--- src/rtl/crpt_pkg.sv ---
// package: types, codes and sizes shared by the channel range patch table
`default_nettype none
package crpt_pkg;

	localparam int MAX_FIXTURES = 32;
	localparam int IDX_W        = $clog2(MAX_FIXTURES);
	localparam int CNT_W        = $clog2(MAX_FIXTURES + 1);
	localparam int CH_W         = 10;
	localparam int ID_W         = 16;
	localparam int STAT_W       = 3;
	localparam int CFG_IDX_W    = 1;
	localparam int CFG_DATA_W   = 10;

	localparam logic [CFG_IDX_W-1:0] CFG_MIN_CHANNEL = 1'd0;
	localparam logic [CFG_IDX_W-1:0] CFG_MAX_CHANNEL = 1'd1;

	localparam logic [CH_W-1:0] MIN_CHANNEL_RST = 10'd0;
	localparam logic [CH_W-1:0] MAX_CHANNEL_RST = 10'd512;

	typedef enum logic [1:0] {
		KIND_PATCH   = 2'd0,
		KIND_UNPATCH = 2'd1,
		KIND_LOOKUP  = 2'd2,
		KIND_NONE    = 2'd3
	} kind_t;

	typedef enum logic [STAT_W-1:0] {
		STAT_OK        = 3'd0,
		STAT_IN_USE    = 3'd1,
		STAT_BOUNDS    = 3'd2,
		STAT_NOT_FOUND = 3'd3,
		STAT_FULL      = 3'd4
	} status_t;

	typedef enum logic [1:0] {
		S_IDLE,
		S_SCAN,
		S_SHIFT,
		S_DONE
	} state_t;

	typedef struct packed {
		logic [ID_W-1:0] id;
		logic [CH_W-1:0] start;
		logic [CH_W-1:0] stop;
	} entry_t;

	localparam int ENTRY_W = $bits(entry_t);

endpackage
`default_nettype wire

--- src/rtl/crpt_if.sv ---
// request and response channel interfaces of the channel range patch table
`default_nettype none
interface crpt_req_if import crpt_pkg::*; ();
	logic            valid;
	logic            ready;
	logic [1:0]      kind;
	logic [ID_W-1:0] fixture_id;
	logic [CH_W-1:0] ch_start;
	logic [CH_W-1:0] ch_stop;

	modport source (output valid, kind, fixture_id, ch_start, ch_stop, input ready);
	modport sink (input valid, kind, fixture_id, ch_start, ch_stop, output ready);
endinterface

interface crpt_rsp_if import crpt_pkg::*; ();
	logic              valid;
	logic              ready;
	logic [STAT_W-1:0] status;
	logic [CH_W-1:0]   found_start;
	logic [CH_W-1:0]   found_stop;

	modport source (output valid, status, found_start, found_stop, input ready);
	modport sink (input valid, status, found_start, found_stop, output ready);
endinterface
`default_nettype wire

--- src/rtl/crpt_ram.sv ---
// generic ram: one write port, one read port with registered read data
`default_nettype none
module crpt_ram #(
	parameter int WIDTH = 8,
	parameter int DEPTH = 32
) (
	input  wire logic                     clk,
	input  wire logic                     we,
	input  wire logic [$clog2(DEPTH)-1:0] waddr,
	input  wire logic [WIDTH-1:0]         wdata,
	input  wire logic [$clog2(DEPTH)-1:0] raddr,
	output logic      [WIDTH-1:0]         rdata
);

	logic [WIDTH-1:0] mem [DEPTH];

	always_ff @(posedge clk) begin
		if (we) begin
			mem[waddr] <= wdata;
		end
		rdata <= mem[raddr];
	end

endmodule
`default_nettype wire

--- src/rtl/channel_range_patch_table_core.sv ---
// top level: fixture table with range overlap check, scanned by one shared compare unit
// patch and lookup scan the stored entries from accept to result, stopping at a hit;
//   unpatch scans to the entry, then moves the later entries down one slot
// an out-of-bounds patch or an unused kind skips the scan and goes straight to the result
// one transaction at a time, next accept in the cycle after the result loads
// reset (arst_n low): table emptied through the fill count, min_channel 0, max_channel 512
`default_nettype none
module channel_range_patch_table_core import crpt_pkg::*; (
	input  wire logic                  clk,
	input  wire logic                  arst_n,
	input  wire logic                  cfg_we,
	input  wire logic [CFG_IDX_W-1:0]  cfg_index,
	input  wire logic [CFG_DATA_W-1:0] cfg_data,
	crpt_req_if.sink                   req,
	crpt_rsp_if.source                 rsp
);

	// control state
	state_t            state_q, state_d;
	logic [CNT_W-1:0]  cnt_q, cnt_d;          // stored entries, always the lowest slots
	logic [CNT_W-1:0]  idx_q, idx_d;          // next ram read address
	logic              chk_q, chk_d;          // read data of last cycle is to be checked
	logic [CNT_W-1:0]  chk_idx_q, chk_idx_d;  // slot that read data belongs to
	logic              out_valid_q;
	logic              load_out;

	// configuration
	logic [CH_W-1:0]   min_q;
	logic [CH_W-1:0]   max_q;

	// held transaction and its result
	kind_t             kind_q, kind_d;
	logic [ID_W-1:0]   id_q, id_d;
	logic [CH_W-1:0]   start_q, start_d;
	logic [CH_W-1:0]   stop_q, stop_d;
	status_t           res_status_q, res_status_d;
	logic [CH_W-1:0]   res_fs_q, res_fs_d;
	logic [CH_W-1:0]   res_fp_q, res_fp_d;
	logic [STAT_W-1:0] out_status_q;
	logic [CH_W-1:0]   out_fs_q;
	logic [CH_W-1:0]   out_fp_q;

	// table ram
	logic              ram_we;
	logic [IDX_W-1:0]  ram_waddr;
	logic [ENTRY_W-1:0] ram_wdata;
	logic [IDX_W-1:0]  ram_raddr;
	logic [ENTRY_W-1:0] ram_rdata;
	entry_t            rd_ent;
	entry_t            new_ent;

	// shared compare unit
	logic              issue;
	logic              hit;
	logic              bounds_ok;
	logic [CNT_W-1:0]  wr_back;

	crpt_ram #(
		.WIDTH (ENTRY_W),
		.DEPTH (MAX_FIXTURES)
	) u_table (
		.clk   (clk),
		.we    (ram_we),
		.waddr (ram_waddr),
		.wdata (ram_wdata),
		.raddr (ram_raddr),
		.rdata (ram_rdata)
	);

	assign rd_ent    = entry_t'(ram_rdata);
	assign new_ent   = '{id: id_q, start: start_q, stop: stop_q};
	assign ram_raddr = idx_q[IDX_W-1:0];
	assign wr_back   = chk_idx_q - 1'b1;

	// one more slot to read while idx is below the fill count
	assign issue = (idx_q < cnt_q);

	// patch looks for an overlapping range, the others for the id
	assign hit = (kind_q == KIND_PATCH) ?
		((start_q <= rd_ent.stop) && (rd_ent.start <= stop_q)) :
		(rd_ent.id == id_q);

	assign bounds_ok = (req.ch_start > min_q) && (req.ch_stop <= max_q);

	assign req.ready       = (state_q == S_IDLE);
	assign rsp.valid       = out_valid_q;
	assign rsp.status      = out_status_q;
	assign rsp.found_start = out_fs_q;
	assign rsp.found_stop  = out_fp_q;

	// next state and datapath control
	always_comb begin
		state_d      = state_q;
		cnt_d        = cnt_q;
		idx_d        = idx_q;
		chk_d        = 1'b0;
		chk_idx_d    = idx_q;
		kind_d       = kind_q;
		id_d         = id_q;
		start_d      = start_q;
		stop_d       = stop_q;
		res_status_d = res_status_q;
		res_fs_d     = res_fs_q;
		res_fp_d     = res_fp_q;
		ram_we       = 1'b0;
		ram_waddr    = cnt_q[IDX_W-1:0];
		ram_wdata    = new_ent;
		load_out     = 1'b0;
		case (state_q)
			S_IDLE: begin
				if (req.valid) begin
					kind_d       = kind_t'(req.kind);
					id_d         = req.fixture_id;
					start_d      = req.ch_start;
					stop_d       = req.ch_stop;
					idx_d        = '0;
					res_status_d = STAT_OK;
					res_fs_d     = '0;
					res_fp_d     = '0;
					if (kind_t'(req.kind) == KIND_PATCH && !bounds_ok) begin
						res_status_d = STAT_BOUNDS;
						state_d      = S_DONE;
					end else if (kind_t'(req.kind) == KIND_NONE) begin
						state_d = S_DONE;
					end else begin
						state_d = S_SCAN;
					end
				end
			end
			S_SCAN: begin
				// read slot idx while checking the slot read last cycle
				chk_d = issue;
				if (issue) begin
					idx_d = idx_q + 1'b1;
				end
				if (chk_q && hit) begin
					chk_d = 1'b0;
					case (kind_q)
						KIND_PATCH: begin
							res_status_d = STAT_IN_USE;
							state_d      = S_DONE;
						end
						KIND_UNPATCH: begin
							// close the gap: slot k+1 moves to slot k
							idx_d   = chk_idx_q + 1'b1;
							state_d = S_SHIFT;
						end
						default: begin
							res_fs_d = rd_ent.start;
							res_fp_d = rd_ent.stop;
							state_d  = S_DONE;
						end
					endcase
				end else if (!chk_q && !issue) begin
					// whole table seen without a hit
					if (kind_q == KIND_PATCH) begin
						if (cnt_q == CNT_W'(MAX_FIXTURES)) begin
							res_status_d = STAT_FULL;
						end else begin
							ram_we = 1'b1;
							cnt_d  = cnt_q + 1'b1;
						end
					end else begin
						res_status_d = STAT_NOT_FOUND;
					end
					state_d = S_DONE;
				end
			end
			S_SHIFT: begin
				chk_d = issue;
				if (issue) begin
					idx_d = idx_q + 1'b1;
				end
				if (chk_q) begin
					ram_we    = 1'b1;
					ram_waddr = wr_back[IDX_W-1:0];
					ram_wdata = ram_rdata;
				end else if (!issue) begin
					cnt_d   = cnt_q - 1'b1;
					state_d = S_DONE;
				end
			end
			S_DONE: begin
				// wait for the output register to free up
				if (!out_valid_q || rsp.ready) begin
					load_out = 1'b1;
					state_d  = S_IDLE;
				end
			end
			default: begin
				state_d = S_IDLE;
			end
		endcase
	end

	always_ff @(posedge clk or negedge arst_n) begin
		if (!arst_n) begin
			state_q     <= S_IDLE;
			cnt_q       <= '0;
			idx_q       <= '0;
			chk_q       <= 1'b0;
			out_valid_q <= 1'b0;
			min_q       <= MIN_CHANNEL_RST;
			max_q       <= MAX_CHANNEL_RST;
		end else begin
			state_q <= state_d;
			cnt_q   <= cnt_d;
			idx_q   <= idx_d;
			chk_q   <= chk_d;
			if (load_out) begin
				out_valid_q <= 1'b1;
			end else if (rsp.ready) begin
				out_valid_q <= 1'b0;
			end
			if (cfg_we) begin
				case (cfg_index)
					CFG_MIN_CHANNEL: min_q <= cfg_data;
					CFG_MAX_CHANNEL: max_q <= cfg_data;
					default: ;
				endcase
			end
		end
	end

	// payload registers
	always_ff @(posedge clk) begin
		chk_idx_q    <= chk_idx_d;
		kind_q       <= kind_d;
		id_q         <= id_d;
		start_q      <= start_d;
		stop_q       <= stop_d;
		res_status_q <= res_status_d;
		res_fs_q     <= res_fs_d;
		res_fp_q     <= res_fp_d;
		if (load_out) begin
			out_status_q <= res_status_q;
			out_fs_q     <= res_fs_q;
			out_fp_q     <= res_fp_q;
		end
	end

`ifndef SYNTHESIS
	// fill count never exceeds the table depth
	a_cnt_range: assert property (@(posedge clk) disable iff (!arst_n)
		cnt_q <= CNT_W'(MAX_FIXTURES))
		else $error("fill count above table depth");

	// moving entries down only writes inside the stored prefix
	a_shift_addr: assert property (@(posedge clk) disable iff (!arst_n)
		(state_q == S_SHIFT && ram_we) |-> (wr_back < cnt_q))
		else $error("shift write outside stored entries");

	// fill count changes only at the end of a scan or a shift
	a_cnt_change: assert property (@(posedge clk) disable iff (!arst_n)
		!$stable(cnt_q) |-> ($past(state_q) == S_SCAN || $past(state_q) == S_SHIFT))
		else $error("fill count changed outside scan or shift");

	// an accepted transaction keeps the block busy the next cycle
	a_busy: assert property (@(posedge clk) disable iff (!arst_n)
		(req.valid && req.ready) |=> !req.ready)
		else $error("accepted a second transaction while busy");
`endif

endmodule
`default_nettype wire
--- src/flat_wrapper.sv ---
// flat-port wrapper written by rule: the top's interface ports become plain ports
module channel_range_patch_table_core_flat import crpt_pkg::*;
  (clk, arst_n, cfg_we, cfg_index, cfg_data, req_valid, req_kind, req_fixture_id, req_ch_start, req_ch_stop, req_ready, rsp_valid, rsp_status, rsp_found_start, rsp_found_stop, rsp_ready);
  crpt_req_if req_i ();
  crpt_rsp_if rsp_i ();
  input  wire logic clk;
  input  wire logic arst_n;
  input  wire logic cfg_we;
  input  wire logic [CFG_IDX_W-1:0] cfg_index;
  input  wire logic [CFG_DATA_W-1:0] cfg_data;
  input wire logic [$bits(req_i.valid)-1:0] req_valid;
  input wire logic [$bits(req_i.kind)-1:0] req_kind;
  input wire logic [$bits(req_i.fixture_id)-1:0] req_fixture_id;
  input wire logic [$bits(req_i.ch_start)-1:0] req_ch_start;
  input wire logic [$bits(req_i.ch_stop)-1:0] req_ch_stop;
  output wire logic [$bits(req_i.ready)-1:0] req_ready;
  output wire logic [$bits(rsp_i.valid)-1:0] rsp_valid;
  output wire logic [$bits(rsp_i.status)-1:0] rsp_status;
  output wire logic [$bits(rsp_i.found_start)-1:0] rsp_found_start;
  output wire logic [$bits(rsp_i.found_stop)-1:0] rsp_found_stop;
  input wire logic [$bits(rsp_i.ready)-1:0] rsp_ready;
  assign req_i.valid = req_valid;
  assign req_i.kind = req_kind;
  assign req_i.fixture_id = req_fixture_id;
  assign req_i.ch_start = req_ch_start;
  assign req_i.ch_stop = req_ch_stop;
  assign req_ready = req_i.ready;
  assign rsp_valid = rsp_i.valid;
  assign rsp_status = rsp_i.status;
  assign rsp_found_start = rsp_i.found_start;
  assign rsp_found_stop = rsp_i.found_stop;
  assign rsp_i.ready = rsp_ready;
  channel_range_patch_table_core u_core (.clk(clk), .arst_n(arst_n), .cfg_we(cfg_we), .cfg_index(cfg_index), .cfg_data(cfg_data), .req(req_i), .rsp(rsp_i));
endmodule
--- config.mk ---
export PLATFORM = sky130hd
export DESIGN_NAME = channel_range_patch_table_core_flat
export DESIGN_NICKNAME = d
export VERILOG_FILES = /design/src/rtl/crpt_pkg.sv /design/src/rtl/crpt_if.sv /design/src/rtl/crpt_ram.sv /design/src/rtl/channel_range_patch_table_core.sv /design/src/flat_wrapper.sv
export SDC_FILE = /design/constraint.sdc
export NUM_CORES = 1
export LEC_CHECK = 0
export BUFFER_PORTS_ARGS = -buffer_cell sky130_fd_sc_hd__buf_2
export CAP_MARGIN = 5
export CORE_ASPECT_RATIO = 0.6
export CORE_MARGIN = 2
export CORE_UTILIZATION = 55
export CTS_BUF_LIST = sky130_fd_sc_hd__clkbuf_16
export CTS_CLUSTER_DIAMETER = 30
export DETAILED_ROUTE_END_ITERATION = 12
export PLACE_DENSITY = 0.74
export SYNTH_ARGS = -nofsm -noshare
export SYNTH_HDL_FRONTEND = slang
export SYNTH_HIERARCHICAL = 1
export SYNTH_SLANG_ARGS = --single-unit
--- constraint.sdc ---
create_clock -name clk -period 4.85 [get_ports clk]
set_clock_uncertainty 0.15 [all_clocks]
set_input_delay 0 -clock clk [delete_from_list [all_inputs] [get_ports clk]]
set_output_delay 0 -clock clk [all_outputs]
set_load 0.005 [all_outputs]
; Word level (Yosys, flattened, before mapping)
; Memory sizes are Yosys's and may differ from the RTL's. A register that Yosys moved wholly into a read port is not among the register bits.
; Index checks and enable logic that the tools add are counted.
[word_totals]
ff_bits = 126
ramBits = 1152
output_inout_bits = 25
n_memories = 1
[mem_list]
columns = name, depth, width, read_ports, rd_clocked_by_memory_dff, wr, line_no
row1 = u_core.u_table.mem, 32, 36, 1, 1, 1, crpt_ram.sv:15  ; logic [WIDTH-1:0] mem [DEPTH];
[op_classes]
add_sub_neg = 5
n_lt_le_gt_ge = 5
n_eq_ne = 20
n_mux = 56
n_bitwise = 1
reduce_logical = 26
[ops]
columns = operator, count
row1 = two-way mux 36 bit, 2
row2 = two-way mux 6 bit, 10
row3 = two-way mux 10 bit, 5
row4 = case mux 10 bit (2 select lines), 2
row5 = <= comparator 10 bit, 3
row6 = "adder 6 x 1 -> 6 bit, second input constant", 3
row7 = two-way mux 2 bit, 9
row8 = two-way mux 3 bit, 6
row9 = case mux 6 bit (3 select lines), 1
row10 = equality test 16 bit, 1
row11 = two-way mux 1 bit, 14
row12 = "!= test 2 bit, second input constant", 6
row13 = case mux 6 bit (2 select lines), 1
row14 = > comparator 10 bit, 1
row15 = two-way mux 5 bit, 2
row16 = AND reduction 5 bit, 2
row17 = "!= test 2 x 1 -> 1 bit, second input constant", 4
row18 = case mux 2 bit (4 select lines), 1
row19 = AND reduction 2 bit, 4
row20 = AND reduction 7 bit, 1
row21 = "equality test 2 bit, second input constant", 3
row22 = "equality test 6 bit, second input constant", 1
row23 = zero test 2 bit, 3
row24 = < comparator 6 bit, 1
row25 = 16 further kinds, 27

; Longest topological paths before layout
[logic_depth]
ltp_word = 8
mapped_depth = 12

; By module
; The synthesis kept the hierarchy.
[modules_own_cells]
columns = mod, n_inst, cells_each, area_each_um2, seq_area_each_um2
row1 = crpt_ram, 1, 2536, 45570.0, 35313.9
row2 = channel_range_patch_table_core, 1, 586, 6762.7, 3544.6

; Least setup slack after synthesis
; No wires, ideal clock.
[synth_timing]
kind = reg2reg
from = register u_core.idx_q[2], in the netlist u_core/chk_idx_d[2]
to = memory u_core/u_table/mem[28][0] in the netlist's numbering, enable pin
setup_ns = 0.429
t_arrival_ns = 4.062
path_slack_ns = 0.209
path_stages_with_launch = 12
cell_sequence = dfrtp_1 ha_1 o21a_1 o211ai_1 o21a_1 buf_4 or2_2 o21ai_0 and2_1 or3b_2 clkbuf_1 nor2_1
[synth_via]
elab_chain_len = 8
[synth_rtl]
columns = item, line_no
row1 = from (decl), channel_range_patch_table_core.sv:21  ; logic [CNT_W-1:0] idx_q, idx_d;
row2 = from (signal assigned), channel_range_patch_table_core.sv:208  ; idx_q <= idx_d;
row3 = < comparator 6 bit, channel_range_patch_table_core.sv:76  ; assign issue = (idx_q < cnt_q);
row4 = zero test 1 bit, channel_range_patch_table_core.sv:154  ; end else if (!chk_q && !issue) begin
row5 = logical AND 1 bit, channel_range_patch_table_core.sv:154
row6 = two-way mux 1 bit, channel_range_patch_table_core.sv:154
row7 = two-way mux 1 bit, channel_range_patch_table_core.sv:136  ; if (chk_q && hit) begin
row8 = case mux 1 bit (2 select lines), channel_range_patch_table_core.sv:109  ; case (state_q)
row9 = named net u_core.ram_we, channel_range_patch_table_core.sv:44  ; logic ram_we;
row10 = two-way mux 1 bit, crpt_ram.sv:18  ; if (we) begin
row11 = two-way mux 1 bit (implied by the code), crpt_ram.sv:19  ; mem[waddr] <= wdata;
row12 = to (decl), crpt_ram.sv:15
; The timed path passes the listed nets, and every way through them passes these cells.

; Worst setup path after layout
[layout_timing]
from = register u_core.state_q[0]
to = memory u_core/u_table/mem[26][26] in the netlist's numbering, enable pin
[layout_via]
elab_cells_between_ends = 6
classes_between = eq/ne (2) / mux (4)
[layout_rtl]
columns = item, line_no
row1 = from (decl), channel_range_patch_table_core.sv:19  ; state_t state_q, state_d;
row2 = from (signal assigned), channel_range_patch_table_core.sv:206  ; state_q <= state_d;
row3 = equality test 2 bit, channel_range_patch_table_core.sv:109
row4 = two-way mux 5 bit, channel_range_patch_table_core.sv:109
row5 = named net u_core.ram_waddr[4], channel_range_patch_table_core.sv:45  ; logic [IDX_W-1:0] ram_waddr;
; The timed path passes the listed nets, and every way through them passes these cells.

==> impl_metrics.json <==
{
  "status": "completed",
  "synthesis.area_um2": 52330,
  "multi_input_area_um2": 12580,
  "cts_num_sinks": 1314,
  "detail_route.first_pass.iterations": 6,
  "max_stage_delay_ns": 0.93,
  "syn_avg_cell_area_um2": 16.76,
  "grt-ovfl-total": 0,
  "cts_resized": 0,
  "synthAdderAreaFrac_pct": 1.377,
  "fillers": 6116,
  "synth_compound_area_share_pct": 5.609,
  "coreArea_um2": 94160,
  "fin_nets": 3528,
  "min_path_type": "in2reg",
  "ctsLongestPathBuffers": 3,
  "pwr-share-seq_pct": 41.7,
  "area_growth_syn_to_layout_pct": 16.72,
  "powerDensity_nw_per_um2": 550.6,
  "worst_slack_ns": 0.7588,
  "finalSetupViolCount": 0,
  "synth-simple-area-share_pct": 4.067,
  "die_y_um": 242.9,
  "pre_cts_ws_ns": 0.8897,
  "synth_top_family_by_area": "multiplexers",
  "syn_inst": 3122,
  "critPathLaunchType": "register",
  "htreeDepth": 4,
  "drc_errors": 0,
  "cts_root_buffer": "clkbuf_16",
  "cp_data_arrival_time_ns": 4.31,
  "synthesis.nets": 3233,
  "yosysSeqAreaShare_pct": 74.25,
  "fmax_mhz": 244.4,
  "hold_depth": 5,
  "seqCellArea_um2": 38860,
  "comb_power_share_pct": 23.7,
  "hold_viol": 0,
  "layout_min_cycle_time_ns": 4.091,
  "final_cell_mix": "1236 x edfxtp_1, 578 x mux2i_1, 159 x clkbuf_16",
  "cts_tree": "built",
  "grt_use_total_pct": 27.36,
  "insertion_delay_ns": 0.76,
  "vias": 29909,
  "ys.warnings.count": 6,
  "synth-edff-count": 1236,
  "irDropWorstVdd_v": 0.0007619,
  "synthArstFlopShare_pct": 2.740,
  "synth_mux_area_share_pct": 11.89,
  "path_clk_slew_ns": 0.06,
  "dr.first_iter.drc_count": 3935,
  "wire_per_inst_um": 27.79,
  "post_cts_buffers": 0,
  "finalMaxSlewViolations": 0,
  "internal_power_mw": 23.21,
  "drive_gt1_share_pct": 15.16,
  "setup.worst_path.end_class": "register",
  "cts_made_buffers": 155,
  "maxCapViolations": 0,
  "synth.distinct_cells": 67,
  "synth-main-ff-cell": "edfxtp_1",
  "grt_setup_unrepaired": "false",
  "p_leak_nw": 21.13,
  "p_sw_mw": 10.42,
  "num_rows": 87,
  "grt_max_degree": 130,
  "via_per_inst": 6.235,
  "die_width_um": 402.2,
  "reg2reg_depth": 7,
  "dp_hpwl_mm": 75.85,
  "tns_ns": 0,
  "crit_type": "reg2reg",
  "routabilityCongestion": 0.8846,
  "critPathRequiredTime_ns": 5.06,
  "ant_nets": 0,
  "antenna_found_initial": 4,
  "portBuffers": 78,
  "fin_crit_sh_pct": 84.35,
  "final_common_cell": "edfxtp_1",
  "worstMarginPinSlew_ns": 1.229,
  "floorplan.initialDensity_pct": 55.58,
  "switching_share_pct": 30.99,
  "p_clk_share_pct": 34.6,
  "grt_pass1_vias": 29570,
  "synthXorXnorAreaFrac_pct": 0.5188,
  "crit_fanout": 25,
  "die_area_um2": 97710,
  "path_cells": "inv_1 > ha_1 > nand2_2 > o21ai_0 > nand3b_1 > nor2_4 > buf_4",
  "drt_wl_total_mm": 133.3,
  "slowest_stage": "o21ai_0",
  "ys_ff_latch": 1314,
  "maxSlewHeadroom_pct": 17.69,
  "io_pins": 79,
  "grt_pass1_wl_mm": 195.2
}
[layout make-up]
type | instances | area share [%]
timing repair buffer | 298 | 4.330
sequential | 1314 | 63.62
clock inverter | 130 | 2.020
antenna | 2 | 0.008194
multi-input combinational | 1589 | 20.59
tap | 1246 | 2.552
inverter | 59 | 0.3626
clock buffer | 159 | 6.514
[flip-flops by register name (all words and copies together) (netlist names), 3 cells and up]
register	cells
u_core/u_table/mem	1152
u_core/u_table/rdata	36
u_core/id_q	16
u_core/max_q	10
u_core/min_q	10
u_core/res_fp_q	10
u_core/res_fs_q	10
u_core/rsp.found_start	10
u_core/rsp.found_stop	10
u_core/start_q	10
u_core/stop_q	10
u_core/chk_idx_d	6
u_core/chk_idx_q	6
u_core/cnt_q	6
u_core/res_status_q	3
u_core/rsp.status	3
[per-stage QoR]
step	power, mW	instance area [um2]	util (%)	hold slack, ns	instances
floorplan	19.43	52330	-	-0.4456	3122
global placement	21.68	54610	58.00	0.03919	4383
detailed placement	21.89	54610	58.00	0.03473	4383
CTS	33.54	61050	64.83	0.1125	4793
global route	34.75	61080	64.87	0.2393	4795
finish	33.63	61080	64.87	0.1647	4797
[power by group through the flow]
| stage | logic, mW | registers [mW] | clock network (mW) |
|---|---|---|---|
| 3_5_place_dp | 7.64 | 14.2 | 0 |
| 2_1_floorplan | 5.38 | 14.0 | 0 |
| 5_1_grt | 8.46 | 14.1 | 12.2 |
| 6_report | 7.97 | 14.0 | 11.6 |
| 4_1_cts | 7.79 | 14.0 | 11.7 |
| 3_3_place_gp | 7.46 | 14.2 | 0 |
[repair_timing]
item | CTS | global route
endpoints found under the hold margin | 120 | 0
endpoints found under the setup margin | 0 | 0
hold buffers | 121 | 0
[logic make-up (layout without fill, tap and decap cells)]
logic type      after synthesis  count (layout)
compound gates              437             437
other cells                   0               2
simple gates                447             447
mux                         617             617
fa+ha+maj                    57              57
buf+inv                     219             646
flops                      1314            1314
xor+xnor                     31              31
[synthesized netlist by cell type, types with 3 or more instances]
cell type | count | area, um2
a22oi_1 | 108 | 810.8
o211ai_1 | 3 | 22.52
mux2_2 | 38 | 427.9
a21o_1 | 10 | 75.07
and2_1 | 30 | 187.7
xor2_1 | 6 | 52.55
clkbuf_1 | 48 | 180.2
nor3_1 | 40 | 200.2
nand3b_1 | 5 | 37.54
inv_1 | 59 | 221.5
buf_1 | 10 | 37.54
ha_1 | 56 | 700.7
dfrtp_1 | 35 | 875.8
edfxtp_1 | 1236 | 37120
mux2i_1 | 578 | 5786
nor2_1 | 49 | 183.9
buf_6 | 29 | 326.6
buf_4 | 22 | 165.2
a21oi_1 | 130 | 650.6
nand3_1 | 121 | 605.6
or3b_2 | 3 | 26.28
xnor2_1 | 25 | 219.0
a211oi_1 | 5 | 37.54
dfxtp_1 | 42 | 840.8
a31oi_1 | 42 | 262.8
clkbuf_4 | 3 | 22.52
nand4_1 | 13 | 81.33
nand2b_1 | 7 | 43.79
and3_1 | 6 | 37.54
nand2_1 | 154 | 578.1
buf_2 | 48 | 240.2
nor2b_1 | 6 | 37.54
a22o_1 | 72 | 630.6
o21a_1 | 3 | 22.52
o21ai_0 | 39 | 195.2
[worst max-delay path, delay by kind of cell (launching register included)]
| family | cells | cell delay (ns) |
|---|---|---|
| buffers and inverters | 2 | 0.61 |
| flip-flops | 1 | 0.41 |
| AO/OA/AOI/OAI | 1 | 0.93 |
| adder cells (fa/ha/maj) | 1 | 0.51 |
| AND/OR/NAND/NOR | 3 | 1.06 |
[worst paths after layout]
path / start / end / slack (ns)
setup / recovery: u_core/state_q[0] / u_core/u_table/mem[26][26] / 0.76
hold / removal: req_valid / u_core/chk_idx_d[4] / 0.16
setup reg to reg: u_core/state_q[0] / u_core/u_table/mem[26][26] / 0.76
hold reg to reg: u_core/res_status_q[1] / u_core/rsp.status[1] / 0.27
max in group asynchronous: arst_n / u_core/chk_idx_d[0] / 3.99
min in group asynchronous: arst_n / u_core/max_q[9] / 0.24
[per-layer routing]
metal	track usage [%]	vias to the layer above	share of wire, %
met5	0	-	0
met4	8.315	0	2.3
met3	9.824	217	14
met2	38.80	1740	43
met1	39.74	15119	41
li1	-	12833	-
(Power assumes the default switching activity.)
